## config.mk

```make
export PLATFORM = sky130hd
export DESIGN_NAME = node_heartbeat_supervisor_top_flat
export DESIGN_NICKNAME = d
export VERILOG_FILES = /design/src/hw/rtl/nhs_pkg.sv /design/src/hw/rtl/nhs_chan_if.sv /design/src/hw/rtl/node_heartbeat_supervisor_top.sv /design/src/flat_wrapper.sv
export SDC_FILE = /design/constraint.sdc
export NUM_CORES = 1
export LEC_CHECK = 0
export BUFFER_PORTS_ARGS = -buffer_cell sky130_fd_sc_hd__buf_2
export CORE_ASPECT_RATIO = 2
export CORE_MARGIN = 4
export CORE_UTILIZATION = 35
export DETAILED_ROUTE_END_ITERATION = 8
export PLACE_DENSITY_LB_ADDON = 0.25
export SLEW_MARGIN = 15
export SYNTH_ARGS = -nofsm -noshare
export SYNTH_HDL_FRONTEND = slang
export SYNTH_SLANG_ARGS = --single-unit
```

## constraint.sdc

```tcl
create_clock -name clk -period 14.8 [get_ports clk]
set_input_delay 1.48 -clock clk [delete_from_list [all_inputs] [get_ports clk]]
set_output_delay 1.48 -clock clk [all_outputs]
set_load 0.05 [all_outputs]
```

## src/hw/rtl/nhs_pkg.sv

```systemverilog
// ----------------------------------------------------------------------------
// nhs_pkg: shared types and constants for the node heartbeat supervisor
// Item formats, frame/report/message codes, register map and reset values.
// ----------------------------------------------------------------------------
package nhs_pkg;

    localparam int NODE_COUNT   = 4;
    localparam int NODE_IDS     = 4;
    localparam int NODE_MATCH_N = (NODE_COUNT < NODE_IDS) ? NODE_COUNT : NODE_IDS;
    localparam int MASK_W       = 4;
    localparam int ID_W         = 16;
    localparam int MS_W         = 16;
    localparam int TIMER_W      = 32;
    localparam int CFG_INDEX_W  = 3;
    localparam int CFG_DATA_W   = 16;

    localparam logic [MASK_W-1:0] NODE_MASK_ALL =
        MASK_W'(((1 << NODE_COUNT) - 1) & ((1 << MASK_W) - 1));

    // 3 s between requests, 1 s to answer
    localparam logic [MS_W-1:0]   INTERVAL_MS_RESET     = 16'd3000;
    localparam logic [MS_W-1:0]   REPLY_WINDOW_MS_RESET = 16'd1000;
    localparam logic [MASK_W-1:0] EXPECTED_MASK_RESET   = 4'hF;
    localparam logic              FAULT_MODE_RESET      = 1'b1;
    localparam logic [ID_W-1:0]   CAR_ID_RESET          = 16'd1;
    localparam logic [ID_W-1:0]   FLOOR_ONE_ID_RESET    = 16'd2;
    localparam logic [ID_W-1:0]   FLOOR_TWO_ID_RESET    = 16'd3;
    localparam logic [ID_W-1:0]   FLOOR_THREE_ID_RESET  = 16'd4;

    typedef enum logic {
        CMD_TICK = 1'b0,
        CMD_MSG  = 1'b1
    } cmd_t;

    typedef enum logic [1:0] {
        MSG_OK      = 2'd0,
        MSG_REQUEST = 2'd1,
        MSG_ERROR   = 2'd2,
        MSG_OTHER   = 2'd3
    } msg_kind_t;

    typedef enum logic [1:0] {
        FRAME_NONE    = 2'd0,
        FRAME_REQUEST = 2'd1,
        FRAME_OK      = 2'd2
    } frame_t;

    typedef enum logic [1:0] {
        REPORT_NONE    = 2'd0,
        REPORT_TIMEOUT = 2'd1,
        REPORT_ERROR   = 2'd2
    } report_t;

    typedef enum logic [CFG_INDEX_W-1:0] {
        REG_INTERVAL     = 3'd0,
        REG_REPLY_WINDOW = 3'd1,
        REG_EXPECTED     = 3'd2,
        REG_FAULT_MODE   = 3'd3,
        REG_CAR_ID       = 3'd4,
        REG_FLOOR_ONE_ID = 3'd5,
        REG_FLOOR_TWO_ID = 3'd6,
        REG_FLOOR_THR_ID = 3'd7
    } cfg_reg_t;

    typedef struct packed {
        logic            command;
        logic [MS_W-1:0] elapsed_ms;
        logic [1:0]      msg_kind;
        logic [ID_W-1:0] sender_id;
    } in_item_t;

    typedef struct packed {
        logic [1:0]        send_frame;
        logic [1:0]        report;
        logic [MASK_W-1:0] missed_mask;
        logic [MASK_W-1:0] received_mask;
        logic              window_open;
        logic              fault_raised;
        logic              fault_latched;
    } out_item_t;

    // saturating timer advance
    function automatic logic [TIMER_W-1:0] sat_add(
        input logic [TIMER_W-1:0] a,
        input logic [MS_W-1:0]    b
    );
        logic [TIMER_W:0] s;
        s = {1'b0, a} + {{(TIMER_W + 1 - MS_W){1'b0}}, b};
        return s[TIMER_W] ? {TIMER_W{1'b1}} : s[TIMER_W-1:0];
    endfunction

endpackage

```

## src/hw/rtl/nhs_chan_if.sv

```systemverilog
// ----------------------------------------------------------------------------
// nhs_chan_if: valid/ready channel
// Carries one item per handshake; payload type set per instance.
// ----------------------------------------------------------------------------
interface nhs_chan_if #(
    parameter type item_t = logic
);
    logic  valid;
    logic  ready;
    item_t payload;

    modport source (output valid, output payload, input ready);
    modport sink   (input valid, input payload, output ready);
endinterface

```

## src/hw/rtl/node_heartbeat_supervisor_top.sv

```systemverilog
// ----------------------------------------------------------------------------
// node_heartbeat_supervisor_top: heartbeat supervisor for four bus nodes
// Ticks run the request interval and reply window; messages answer requests,
// mark replies and report node errors. One result item per input item.
// ----------------------------------------------------------------------------
//  port     dir   handshake          payload
//  in_ch    in    valid/ready        in_item_t  (command, elapsed, kind, source)
//  out_ch   out   valid/ready        out_item_t (frame, report, masks, flags)
//  cfg_*    in    cfg_we, no ready   cfg_index, cfg_data
//
//  One item per cycle while in_ch.ready is high; its result is registered.
//  Result register plus one skid entry: in_ch.ready is low only when both hold
//  results that out_ch has not taken.
//  Reset restores register defaults, clears timers, masks, window and fault.
// ----------------------------------------------------------------------------
module node_heartbeat_supervisor_top
    import nhs_pkg::*;
(
    input  logic                   clk,
    input  logic                   rst_n,
    nhs_chan_if.sink               in_ch,
    nhs_chan_if.source             out_ch,
    input  logic                   cfg_we,
    input  logic [CFG_INDEX_W-1:0] cfg_index,
    input  logic [CFG_DATA_W-1:0]  cfg_data
);

    // configuration
    logic [MS_W-1:0]   interval_reg;
    logic [MS_W-1:0]   window_len_reg;
    logic [MASK_W-1:0] expected_mask_reg;
    logic              fault_mode_reg;
    logic [ID_W-1:0]   node_id_reg [NODE_IDS];

    // supervisor state
    logic [TIMER_W-1:0] interval_elapsed_reg, interval_elapsed_next;
    logic [TIMER_W-1:0] window_elapsed_reg,   window_elapsed_next;
    logic               window_open_reg,      window_open_next;
    logic [MASK_W-1:0]  expected_latch_reg,   expected_latch_next;
    logic [MASK_W-1:0]  received_reg,         received_next;
    logic [MASK_W-1:0]  missed_reg,           missed_next;
    logic               fault_reg,            fault_next;

    // output buffering
    out_item_t out_item_reg;
    logic      out_valid_reg;
    out_item_t skid_item_reg;
    logic      skid_valid_reg;

    in_item_t          item;
    out_item_t         result;
    logic              accept;
    logic              take;
    logic [MASK_W-1:0] src_match;

    assign item         = in_ch.payload;
    assign in_ch.ready  = !skid_valid_reg;
    assign accept       = in_ch.valid && !skid_valid_reg;
    assign out_ch.valid = out_valid_reg;
    assign out_ch.payload = out_item_reg;
    assign take         = out_valid_reg && out_ch.ready;

    // first match wins, car first
    always_comb
    begin
        src_match = '0;
        for (int i = NODE_MATCH_N - 1; i >= 0; i--)
        begin
            if (node_id_reg[i] == item.sender_id)
            begin
                src_match = MASK_W'(1) << i;
            end
        end
    end

    always_comb
    begin
        logic [TIMER_W-1:0] win_sum;
        logic [TIMER_W-1:0] int_sum;
        logic [MASK_W-1:0]  reported;
        logic [MASK_W-1:0]  lost;
        logic [MASK_W-1:0]  rcv_tmp;
        logic               fail;
        logic [1:0]         frame;
        logic [1:0]         rep;

        interval_elapsed_next = interval_elapsed_reg;
        window_elapsed_next   = window_elapsed_reg;
        window_open_next      = window_open_reg;
        expected_latch_next   = expected_latch_reg;
        received_next         = received_reg;
        missed_next           = missed_reg;
        reported              = '0;
        fail                  = 1'b0;
        frame                 = FRAME_NONE;
        rep                   = REPORT_NONE;
        win_sum               = sat_add(window_elapsed_reg, item.elapsed_ms);
        int_sum               = sat_add(interval_elapsed_reg, item.elapsed_ms);
        lost                  = expected_latch_reg & ~received_reg;
        rcv_tmp               = received_reg | src_match;

        if (item.command == CMD_TICK)
        begin
            if (window_open_reg)
            begin
                window_elapsed_next = win_sum;
                if (win_sum >= {{(TIMER_W - MS_W){1'b0}}, window_len_reg})
                begin
                    missed_next         = lost;
                    window_open_next    = 1'b0;
                    window_elapsed_next = '0;
                    if (lost != '0)
                    begin
                        rep      = REPORT_TIMEOUT;
                        reported = lost;
                        fail     = 1'b1;
                    end
                end
            end
            interval_elapsed_next = int_sum;
            if (int_sum >= {{(TIMER_W - MS_W){1'b0}}, interval_reg})
            begin
                interval_elapsed_next = int_sum - {{(TIMER_W - MS_W){1'b0}}, interval_reg};
                if (!window_open_next)
                begin
                    expected_latch_next = expected_mask_reg & NODE_MASK_ALL;
                    received_next       = '0;
                    missed_next         = '0;
                    window_elapsed_next = '0;
                    window_open_next    = 1'b1;
                    frame               = FRAME_REQUEST;
                end
            end
        end
        else
        begin
            case (item.msg_kind)
                MSG_REQUEST:
                begin
                    frame = FRAME_OK;
                end
                MSG_ERROR:
                begin
                    missed_next         = src_match;
                    window_open_next    = 1'b0;
                    window_elapsed_next = '0;
                    rep                 = REPORT_ERROR;
                    reported            = src_match;
                    fail                = 1'b1;
                end
                MSG_OK:
                begin
                    if (src_match != '0)
                    begin
                        received_next = rcv_tmp;
                        missed_next   = '0;
                        if ((rcv_tmp & expected_latch_reg) == expected_latch_reg)
                        begin
                            window_open_next    = 1'b0;
                            window_elapsed_next = '0;
                        end
                    end
                end
                default:
                begin
                end
            endcase
        end

        fault_next = fault_reg || (fail && fault_mode_reg);

        result.send_frame    = frame;
        result.report        = rep;
        result.missed_mask   = (rep != REPORT_NONE) ? reported : missed_next;
        result.received_mask = received_next;
        result.window_open   = window_open_next;
        result.fault_raised  = fail && fault_mode_reg && !fault_reg;
        result.fault_latched = fault_next;
    end

    // configuration writes
    always_ff @(posedge clk or negedge rst_n)
    begin
        if (!rst_n)
        begin
            interval_reg      <= INTERVAL_MS_RESET;
            window_len_reg    <= REPLY_WINDOW_MS_RESET;
            expected_mask_reg <= EXPECTED_MASK_RESET;
            fault_mode_reg    <= FAULT_MODE_RESET;
            node_id_reg[0]    <= CAR_ID_RESET;
            node_id_reg[1]    <= FLOOR_ONE_ID_RESET;
            node_id_reg[2]    <= FLOOR_TWO_ID_RESET;
            node_id_reg[3]    <= FLOOR_THREE_ID_RESET;
        end
        else if (cfg_we)
        begin
            case (cfg_index)
                REG_INTERVAL:     interval_reg      <= cfg_data[MS_W-1:0];
                REG_REPLY_WINDOW: window_len_reg    <= cfg_data[MS_W-1:0];
                REG_EXPECTED:     expected_mask_reg <= cfg_data[MASK_W-1:0];
                REG_FAULT_MODE:   fault_mode_reg    <= cfg_data[0];
                REG_CAR_ID:       node_id_reg[0]    <= cfg_data[ID_W-1:0];
                REG_FLOOR_ONE_ID: node_id_reg[1]    <= cfg_data[ID_W-1:0];
                REG_FLOOR_TWO_ID: node_id_reg[2]    <= cfg_data[ID_W-1:0];
                REG_FLOOR_THR_ID: node_id_reg[3]    <= cfg_data[ID_W-1:0];
                default:
                begin
                end
            endcase
        end
    end

    // supervisor state and output valids
    always_ff @(posedge clk or negedge rst_n)
    begin
        if (!rst_n)
        begin
            interval_elapsed_reg <= '0;
            window_elapsed_reg   <= '0;
            window_open_reg      <= 1'b0;
            expected_latch_reg   <= '0;
            received_reg         <= '0;
            missed_reg           <= '0;
            fault_reg            <= 1'b0;
            out_valid_reg        <= 1'b0;
            skid_valid_reg       <= 1'b0;
        end
        else
        begin
            if (accept)
            begin
                interval_elapsed_reg <= interval_elapsed_next;
                window_elapsed_reg   <= window_elapsed_next;
                window_open_reg      <= window_open_next;
                expected_latch_reg   <= expected_latch_next;
                received_reg         <= received_next;
                missed_reg           <= missed_next;
                fault_reg            <= fault_next;
            end
            if (!out_valid_reg || take)
            begin
                if (skid_valid_reg)
                begin
                    out_valid_reg  <= 1'b1;
                    skid_valid_reg <= 1'b0;
                end
                else
                begin
                    out_valid_reg <= accept;
                end
            end
            else if (accept)
            begin
                skid_valid_reg <= 1'b1;
            end
        end
    end

    // result payloads
    always_ff @(posedge clk)
    begin
        if (!out_valid_reg || take)
        begin
            if (skid_valid_reg)
            begin
                out_item_reg <= skid_item_reg;
            end
            else if (accept)
            begin
                out_item_reg <= result;
            end
        end
        else if (accept)
        begin
            skid_item_reg <= result;
        end
    end

`ifndef SYNTHESIS
    a_skid_needs_out: assert property (@(posedge clk) disable iff (!rst_n)
        skid_valid_reg |-> out_valid_reg)
        else $error("skid entry held while result register empty");

    a_stall_to_skid: assert property (@(posedge clk) disable iff (!rst_n)
        accept && out_valid_reg && !out_ch.ready |=> skid_valid_reg)
        else $error("item accepted under stall not kept in skid entry");

    a_fault_sticky: assert property (@(posedge clk) disable iff (!rst_n)
        fault_reg |=> fault_reg)
        else $error("latched fault cleared");

    a_closed_timer_zero: assert property (@(posedge clk) disable iff (!rst_n)
        !window_open_reg |-> window_elapsed_reg == '0)
        else $error("window timer running while window closed");
`endif

endmodule

```

## src/flat_wrapper.sv

```systemverilog
// flat-port wrapper written by rule: the top's interface ports become plain ports
module node_heartbeat_supervisor_top_flat import nhs_pkg::*;
  (clk, rst_n, cfg_we, cfg_index, cfg_data, in_ch_valid, in_ch_payload, in_ch_ready, out_ch_valid, out_ch_payload, out_ch_ready);
  nhs_chan_if #(.item_t(in_item_t)) in_ch_i ();
  nhs_chan_if #(.item_t(out_item_t)) out_ch_i ();
  input  logic clk;
  input  logic rst_n;
  input  logic cfg_we;
  input  logic [CFG_INDEX_W-1:0] cfg_index;
  input  logic [CFG_DATA_W-1:0] cfg_data;
  input wire logic [$bits(in_ch_i.valid)-1:0] in_ch_valid;
  input wire logic [$bits(in_ch_i.payload)-1:0] in_ch_payload;
  output wire logic [$bits(in_ch_i.ready)-1:0] in_ch_ready;
  output wire logic [$bits(out_ch_i.valid)-1:0] out_ch_valid;
  output wire logic [$bits(out_ch_i.payload)-1:0] out_ch_payload;
  input wire logic [$bits(out_ch_i.ready)-1:0] out_ch_ready;
  assign in_ch_i.valid = in_ch_valid;
  assign in_ch_i.payload = in_ch_payload;
  assign in_ch_ready = in_ch_i.ready;
  assign out_ch_valid = out_ch_i.valid;
  assign out_ch_payload = out_ch_i.payload;
  assign out_ch_i.ready = out_ch_ready;
  node_heartbeat_supervisor_top u_core (.clk(clk), .rst_n(rst_n), .in_ch(in_ch_i), .out_ch(out_ch_i), .cfg_we(cfg_we), .cfg_index(cfg_index), .cfg_data(cfg_data));
endmodule
```

==> results of run 1 <==
==> through the flow <==
stage | cells | hold WS, ps | cell area (um^2) | power [W] | utilization
finish | 2036 | 494 | 15300 | 0.00300 | 0.394
global route | 2035 | 507 | 15300 | 0.00320 | 0.394
CTS | 2033 | 495 | 15300 | 0.00301 | 0.394
detailed placement | 1993 | 478 | 14500 | 0.00243 | 0.375
global placement | 1993 | 472 | 14500 | 0.00240 | 0.375
floorplan | 1464 | 454 | 13700 | 0.00196 | -
==> final cells by class <==
class	count	area [um^2]	area share
clock inverter	12	128	0.00834
sequential	211	5460	0.357
antenna	2	5.00	0.000327
multi-input combinational	1124	7770	0.508
clock buffer	28	593	0.0388
tap	520	651	0.0425
inverter	49	184	0.0120
timing repair buffer	90	514	0.0336
==> how the worst max path moves through the flow <==
stage,from,endpoint,slack (ps),cells after the start
floorplan,in_ch_payload[18],u_core.interval_elapsed_reg[23]$_DFFE_PN0P_,8410,21
global placement,in_ch_payload[18],u_core.out_ch.payload[1]$_DFFE_PP_,6780,23
detailed placement,in_ch_payload[18],u_core.out_ch.payload[1]$_DFFE_PP_,6800,23
CTS,in_ch_payload[18],u_core.out_ch.payload[1]$_DFFE_PP_,7380,23
global route,in_ch_payload[18],u_core.out_ch.payload[10]$_DFFE_PP_,7060,23
finish,in_ch_payload[18],u_core.out_ch.payload[1]$_DFFE_PP_,7410,23
==> kinds of logic (layout without fill, tap and decap cells) <==
logic type,after synthesis,in the layout
AND/OR/NAND/NOR,495,495
XOR/XNOR,121,121
adder cells (fa/ha/maj),67,67
flip-flops,211,211
multiplexers,95,95
buffers and inverters,129,179
AO/OA/AOI/OAI,346,346
other,0,2
==> where the power goes <==
part | leakage, nW | switching [W] | total, W | internal (W)
logic | 3.49 | 0.000992 | 0.00161 | 0.000613
registers | 2.50 | 0.0000970 | 0.000826 | 0.000729
clock network | 0.341 | 0.000257 | 0.000564 | 0.000307
==> worst max-delay path: cells and delay by family <==
family	cells	cell delay, ps
AOI/OAI and AO/OA	12	3630
and+or+nand+nor	4	1070
adders and majority gates	3	870
buffers and inverters	4	620
==> per-layer routing <==
layer,GRT usage,up-vias,part of all wire
li1,-,5368,-
met1,0.185,5434,0.34
met2,0.397,290,0.56
met3,0.0217,132,0.033
met4,0.119,0,0.068
met5,0,-,0
==> cell usage after synthesis (30+ instances only) <==
library cell  number  share of area
a21oi_1           70          0.026
clkbuf_1          65          0.018
dfrtp_1          158           0.29
edfxtp_1          30          0.066
ha_1              64          0.058
inv_1             48          0.013
mux2_2            80          0.066
nand2_1          170          0.046
nand3_1           37          0.013
nand4_1           35          0.016
nor2_1            77          0.021
nor3_1            35          0.013
o21ai_0           86          0.031
xnor2_1           92          0.059
==> results.ini, run 1 <==
[logic_synthesis]
synth-adder-area-share = 0.0627
synth_top_flop_cell = dfrtp_1
largest_family_of_logic_cells_by_synthesized_area = simple AND/OR/NAND/NOR gates
yosys_register_bits = 211
netlist-cell-type-count = 80
synth.avg_cell_area_um2 = 9.38
synth_edf_count = 30
fraction_of_synthesized_area_in_multiplexers = 0.0767
cells_after_synthesis = 1464
post_synthesis_share_of_cell_area_spent_on_and_or_nand_and_nor_gates = 0.182
asyncSetResetFlopFracSynth = 0.858
synth_nets = 1590
synth-seq-area-share = 0.398
synth_area_um2 = 13700
synth_xor_xnor_area_share = 0.0772
post_synthesis_compound_gate_area_fraction = 0.165
yosys_warnings = 0

[cells_and_area]
finalNetCount = 1624
areaGrowthSynthToFinish_pct = 11.5
largest_reg_flops = 64
filler_cell_count = 3939
drive_above_1_share = 0.170
layout_commonest_cell = nand2_1
layout.cells.most_common_list = nand2_1, dfrtp_1, xnor2_1

[critical_path]
critical_path.max_fanout = 16
critPathSlowestCell = o21ai_2
timing.critical_path.to_type = flop
critPathMaxStageDelay_ps = 590
timing.critical_path.from_type = primary input
r2r_slack_ps = 8110
critPathKind = in -> reg
worstReg2RegEnd = u_core.out_ch.payload[1]$_DFFE_PP_
worst_case_reg_to_reg_path_depth = 22
timing.critical_path.required_ps = 15070
timing.critical_path.cells = buf_2, ha_1, fa_1, a21oi_1, o221ai_2, a31oi_1, o22ai_1, o2111ai_1, buf_4, nand2b_1, inv_1, ha_1, nand2b_1, a21o_1, a21o_1, a2111oi_0, o2111ai_1, nor4_1, nand4_1, o21ai_2, inv_1, o21ai_1, o31ai_1
arrival_ps = 7660
r2r_start = u_core.window_elapsed_reg[0]$_DFFE_PN0P_

[detailed_routing]
antenna_left = 0
num_vias = 11200
drt_iter0_drc = 492
drc = 0
via_per_inst = 5.51
wl_per_cell_um = 21.0
wl_mm = 42.7
detailedRoute.firstPassIterationCount = 6

[sta]
final_period_minus_worst_setup_slack_ps = 7390
setup-violations-final = 0
timing.clock.skew_ps = 17.6
finalHoldViolCount = 0
layout_setup_ws_ps = 7410
f_max_mhz = 135
min_period_over_period = 0.500
slew_violations = 0
grt_setup_unrepaired = false
worst_pin_slew_ps = 1050
fin_setup_tns_ps = 0
worst_slew_margin_relative_to_its_limit = 0.293

[die]
core_area_um2 = 38800
start_util = 0.354
die_h_um = 288
die_area_um2 = 42600
io_pins = 76
die_width_um = 148
std_cell_rows = 102

[flow_run]
maxCapViolCount = 0

[clocking]
clkSinkCount = 211
holdBufCountCts = 0
cts_made_buffers = 22
bufs_on_longest_clock_path = 3
clock_tree.root_cell = clkbuf_16
post_cts.repair.setup_buffers = 0
h-tree-depth = 1
clock_insertion_delay_worst_skew_ps = 550
tritoncts = built
cts_resized = 0
clk_transition_reported_paths_ps = 70

[pwr]
vdd_ir_drop_max_v = 0.000113
leakage_nw = 6.34
power_density_nw_per_um2 = 196

[placed_design]
preCtsSetupSlack_ps = 6800
port_buffers = 75
finalWeightedCongestion = 0.936
hpwlAfterDp_mm = 33.3

[global_routing]
gr-usage-all-layers = 0.197
wire_length_of_the_first_global_routing_pass_mm = 65.6
globalRoute.totalOverflow = 0
largest_net_degree_at_the_start_of_global_routing = 78
grt_antenna_before_repair = 2
first_global_vias = 11700

[hold_path]
holdCritPathClass = reg -> reg
hp-start = u_core.interval_elapsed_reg[6]$_DFFE_PN0P_
min_delay_path_depth = 2
timing.hold.worst_endpoint = u_core.interval_elapsed_reg[6]$_DFFE_PN0P_

[outcome]
outcome = finished clean

No activity file was read; power rests on OpenSTA's default activity.
==> run 2: changes to the inputs <==
--- a/config.mk
+++ b/config.mk
@@ -5,6 +5,7 @@
 export SDC_FILE = /design/constraint.sdc
 export NUM_CORES = 1
 export LEC_CHECK = 0
+export ABC_AREA = 1
 export BUFFER_PORTS_ARGS = -buffer_cell sky130_fd_sc_hd__buf_2
 export CORE_ASPECT_RATIO = 2
 export CORE_MARGIN = 4
==> constraint.sdc (replaced) <==
create_clock -name clk -period 7.1 [get_ports clk]
set_input_delay 0.71 -clock clk [delete_from_list [all_inputs] [get_ports clk]]
set_output_delay 0.71 -clock clk [all_outputs]
set_load 0.05 [all_outputs]
==> results.ini, run 2 <==
[outcome]
outcome = finished clean

[logic_synthesis]
yosys_warnings = 0
asyncSetResetFlopFracSynth = 0.858
post_synth_main_area_contributors = dfrtp_1, nand2_1, inv_1
yosys_register_bits = 211
synth_area_um2 = 14800
yosys-top-cells-count = nand2_1, inv_1, o21ai_0
netlist-cell-type-count = 57
synth.most_common_cell = nand2_1
synth-seq-area-share = 0.368
cells_after_synthesis = 2076
top_cell_type_s_share_of_synthesized_area = 0.267
synth_edf_count = 30
netlist.top_cell.by_area = dfrtp_1
synth_top_flop_cell = dfrtp_1
synth.avg_cell_area_um2 = 7.14
synth_nets = 2202

[sta]
fin_setup_tns_ps = 0
f_max_mhz = 181
final_period_minus_worst_setup_slack_ps = 5530
setup-violations-final = 0
worst_slew_margin_relative_to_its_limit = 0.236
min_period_over_period = 0.779
grt_setup_unrepaired = false
timing.clock.skew_ps = 26.2
slew_violations = 0
worst_pin_slew_ps = 1150
finalHoldViolCount = 0

[die]
die_width_um = 154
die_h_um = 299
start_util = 0.354
die_area_um2 = 45900
core_area_um2 = 41900
std_cell_rows = 106
io_pins = 76

[critical_path]
critPathKind = reg -> reg
timing.critical_path.from_type = flop
critical_path.max_fanout = 37
cpMostUsedCell = nand2_1
timing.critical_path.required_ps = 7580
critPathSlowestCell = inv_2
critPathMaxStageDelay_ps = 580
arrival_ps = 6010
timing.critical_path.to_type = flop

[pwr]
leakage_nw = 8.09
vdd_ir_drop_max_v = 0.000187
power_density_nw_per_um2 = 415

[detailed_routing]
detailedRoute.firstPassIterationCount = 8
via_per_inst = 5.09
drt_iter0_drc = 761
wl_per_cell_um = 17.9
antenna_left = 0
drc = 0
num_vias = 13700
wl_mm = 48.2

[hold_path]
holdCritPathClass = in -> async

[clocking]
clock_tree.root_cell = clkbuf_16
bufs_on_longest_clock_path = 3
clkSinkCount = 211
tritoncts = built
clk_transition_reported_paths_ps = 70
h-tree-depth = 1
clock_insertion_delay_worst_skew_ps = 540
cts_made_buffers = 21
cts_resized = 0
holdBufCountCts = 0
post_cts.repair.setup_buffers = 0

[placed_design]
finalWeightedCongestion = 1.00
hpwlAfterDp_mm = 38.2
placement.cell_area_um2 = 15700
port_buffers = 75

[cells_and_area]
postLayoutCellArea_um2 = 16400
drive_above_1_share = 0.114
largest_reg_flops = 64
layout_commonest_cell = nand2_1
finalCoreUtilization = 0.391
antennaDiodeCount = 0
layout.cells.most_common_list = nand2_1, inv_1, o21ai_0
finalNetCount = 2258
areaGrowthSynthToFinish_pct = 10.7

[global_routing]
use_met2 = 0.401
first_global_vias = 13500
largest_net_degree_at_the_start_of_global_routing = 108
global_route_track_usage_on_met1 = 0.195
grt.busiest_layer = met2
wire_length_of_the_first_global_routing_pass_mm = 74.5
globalRouteMet3Util = 0.0166
globalRoute.totalOverflow = 0
grt_antenna_before_repair = 0
gr-usage-all-layers = 0.206

[flow_run]
maxCapViolCount = 0

==> run 2: logic make-up after synthesis <==
kind of cell | count (synthesis) | share of synthesized area
simple gates | 1064 | 0.315
buf+inv | 334 | 0.0877
compound gates | 315 | 0.120
flops | 211 | 0.368
xor+xnor | 85 | 0.0502
fa+ha+maj | 67 | 0.0581
==> run 2: worst max-delay path, delay by kind of cell (launching register included) <==
kind	cells	cell delay, ps
simple gates	15	1870
fa+ha+maj	4	1250
compound gates	6	1090
buf+inv	3	830
flops	1	390
==> run 2: layout make-up <==
class                   instances  area, um^2
clock inverters                15         148
inverters                     283        1060
multi-input cells            1531        8080
clock buffers                  23         533
flip-flops and latches        211        5460
fillers                      4482       25500
repair buffers                 84         452
well taps                     540         676
==> run 2: power breakdown <==
part           internal, W  switching [W]
sequential         0.00152       0.000278
combinational      0.00130        0.00255
clock             0.000652       0.000514
total              0.00347        0.00334
==> run 2: metal layers <==
layer  share of wire  vias up
met3           0.027      148
met4           0.087        0
li1                -     6844
met1            0.34     6334
met2            0.55      339
met5               0        -
==> run 2: worst paths after layout <==
check                                                      startpoint                                         to  slack [ps]  cells past startpoint
max reg2reg                u_core.interval_elapsed_reg[0]$_DFFE_PN0P_   u_core.window_elapsed_reg[1]$_DFFE_PN0P_        1570                     28
min                                                             rst_n         u_core.node_id_reg[63]$_DFFE_PN0P_         300                      1
min in group clk                                          cfg_data[1]          u_core.node_id_reg[1]$_DFFE_PN0P_         420                      3
max                        u_core.interval_elapsed_reg[0]$_DFFE_PN0P_   u_core.window_elapsed_reg[1]$_DFFE_PN0P_        1570                     28
min reg2reg                  u_core.expected_latch_reg[1]$_DFFE_PN0P_   u_core.expected_latch_reg[1]$_DFFE_PN0P_         470                      2
max in group asynchronous                                       rst_n  u_core.window_elapsed_reg[10]$_DFFE_PN0P_        5190                      2
==> run 2: stage by stage <==
| step | total power [W] | setup slack (ps) | hold slack (ps) | instances |
|---|---|---|---|---|
| 3_5_place_dp | 0.00563 | 1140 | 462 | 2649 |
| 5_1_grt | 0.00733 | 1000 | 374 | 2687 |
| 2_1_floorplan | 0.00444 | 2150 | 414 | 2076 |
| 6_report | 0.00682 | 1570 | 301 | 2687 |
| 3_3_place_gp | 0.00559 | 1330 | 453 | 2649 |
| 4_1_cts | 0.00683 | 1580 | 345 | 2687 |
==> run 3: changes to the inputs <==
==> constraint.sdc (replaced) <==
create_clock -name clk -period 4.45 [get_ports clk]
set_input_delay 0.445 -clock clk [delete_from_list [all_inputs] [get_ports clk]]
set_output_delay 0.445 -clock clk [all_outputs]
set_load 0.05 [all_outputs]
==> results.ini, run 3 (synthesized netlist as in run 2, its figures left out) <==
[outcome]
outcome = finished, violations left
failed_checks = negative hold slack

[critical_path]
timing.critical_path.from_type = flop
arrival_ps = 4690
timing.critical_path.required_ps = 4860
critPathMaxStageDelay_ps = 460
critical_path.max_fanout = 8
cpMostUsedCell = nand2_1
critPathSlowestCell = dfrtp_2
timing.critical_path.to_type = flop
worst_case_reg_to_reg_path_depth = 28
critPathKind = reg -> reg

[global_routing]
first_global_vias = 14400
largest_net_degree_at_the_start_of_global_routing = 99
gr-usage-all-layers = 0.212
globalRoute.totalOverflow = 0
wire_length_of_the_first_global_routing_pass_mm = 77.5
grt_antenna_before_repair = 1

[pwr]
leakage_nw = 8.86
p_sw_w = 0.00573
sequentialPowerShare = 0.224
p_int_w = 0.00676
power_density_nw_per_um2 = 701
p_comb_frac = 0.620
power_switching_share = 0.459
vdd_ir_drop_max_v = 0.000288
p_clk_frac = 0.156

[sta]
min_period_over_period = 0.960
finalHoldViolCount = 11
grt_setup_unrepaired = true
timing.clock.skew_ps = 7.16
fin_hold_ws_ps = -18.9
fin_setup_tns_ps = 0
final_period_minus_worst_setup_slack_ps = 4270
setup-violations-final = 0
worst_pin_slew_ps = 957
layout_setup_ws_ps = 178
f_max_mhz = 234
worst_slew_margin_relative_to_its_limit = 0.361
slew_violations = 0

[clocking]
clkSinkCount = 211
h-tree-depth = 1
clk_transition_reported_paths_ps = 60
clock_insertion_delay_worst_skew_ps = 540
cts_made_buffers = 23
clock_tree.root_cell = clkbuf_16
bufs_on_longest_clock_path = 3
tritoncts = built

[detailed_routing]
drc = 0
via_per_inst = 5.09
antenna_left = 0
num_vias = 14400
wl_mm = 49.7
drt_iter0_drc = 654
detailedRoute.firstPassIterationCount = 6
wl_per_cell_um = 17.6

[flow_run]
maxCapViolCount = 0

[cells_and_area]
finalCoreUtilization = 0.425
layout.cells.most_common_list = nand2_1, inv_1, o21ai_0
postLayoutCellArea_um2 = 17800
antennaDiodeCount = 0
drive_above_1_share = 0.190
finalNetCount = 2398
filler_cell_count = 4412
area_of_combinational_cells_with_multiple_inputs_um2 = 8340
layout_commonest_cell = nand2_1
regArea_um2 = 5460
largest_reg_flops = 64
areaGrowthSynthToFinish_pct = 20.3

[die]
die_h_um = 299
io_pins = 76
start_util = 0.354
die_width_um = 154
std_cell_rows = 106
die_area_um2 = 45900
core_area_um2 = 41900

[placed_design]
finalWeightedCongestion = 0.964
placement.cell_area_um2 = 16800
hpwlAfterDp_mm = 39.7
port_buffers = 75
preCtsSetupSlack_ps = -312

[hold_path]
holdCritPathClass = in -> async

-- run 3: changes by cell type in the layout (fill, tap and decap cells not counted), sizes merged --
cell | before | now
clkinv | 14 | 8
buf | 83 | 221
clkbuf | 24 | 37
bufinv | 3 | 1
clkinvlp | 1 | 0
-- run 3: power by group through the flow --
stage | Clock [W] | Sequential [W] | Combinational [W]
floorplan | 0 | 0.00274 | 0.00438
global placement | 0 | 0.00280 | 0.00725
detailed placement | 0 | 0.00282 | 0.00731
CTS | 0.00200 | 0.00279 | 0.00741
global route | 0.00207 | 0.00284 | 0.00853
finish | 0.00195 | 0.00280 | 0.00775
-- run 3: critical path: cells and delay by family (launching register included) --
kind	cells	cell delay, ps
and+or+nand+nor	18	1780
AOI/OAI and AO/OA	6	930
adders and majority gates	2	680
DFF	1	460
buffers and inverters	2	280
-- run 3: stage by stage --
stage / cells / total power [W]
floorplan: 2076 / 0.00712
global placement: 2783 / 0.0101
detailed placement: 2783 / 0.0101
CTS: 2825 / 0.0122
global route: 2829 / 0.0134
finish: 2829 / 0.0125
-- run 3: layout make-up --
cell class                 count  share of cell area
multi-input combinational   1531               0.468
inverter                     283              0.0597
timing repair buffer         222              0.0860
clock buffer                  36              0.0385
tap                          540              0.0379
sequential                   211               0.306
clock inverter                 6             0.00393
-- run 3: what timing repair did --
action | in CTS | in global routing
cloned | 0 | 0
pin swaps | 0 | 16
resized for setup | 9 | 50
endpoints found under the setup margin | 15 | 98
setup buffers | 0 | 4
hold buffers | 0 | 0
-- run 3: layer usage --
metal | track usage | wire, um
met5 | 0 | 13
met4 | 0.157 | 4370
met3 | 0.0185 | 1410
met2 | 0.413 | 27200
met1 | 0.202 | 16800
-- run 3: worst paths after layout --
path / from / to / slack, ps
min in group clk: cfg_data[0] / u_core.node_id_reg[0]$_DFFE_PN0P_ / 130
worst min register to register: u_core.expected_latch_reg[1]$_DFFE_PN0P_ / u_core.expected_latch_reg[1]$_DFFE_PN0P_ / 480
worst min-delay path: rst_n / u_core.node_id_reg[14]$_DFFE_PN0P_ / -20
worst max register to register: u_core.interval_elapsed_reg[13]$_DFFE_PN0P_ / u_core.out_ch.payload[9]$_DFFE_PP_ / 180
worst max-delay path: u_core.interval_elapsed_reg[13]$_DFFE_PN0P_ / u_core.out_ch.payload[9]$_DFFE_PP_ / 180
max in group asynchronous: rst_n / u_core.interval_elapsed_reg[9]$_DFFE_PN0P_ / 3380
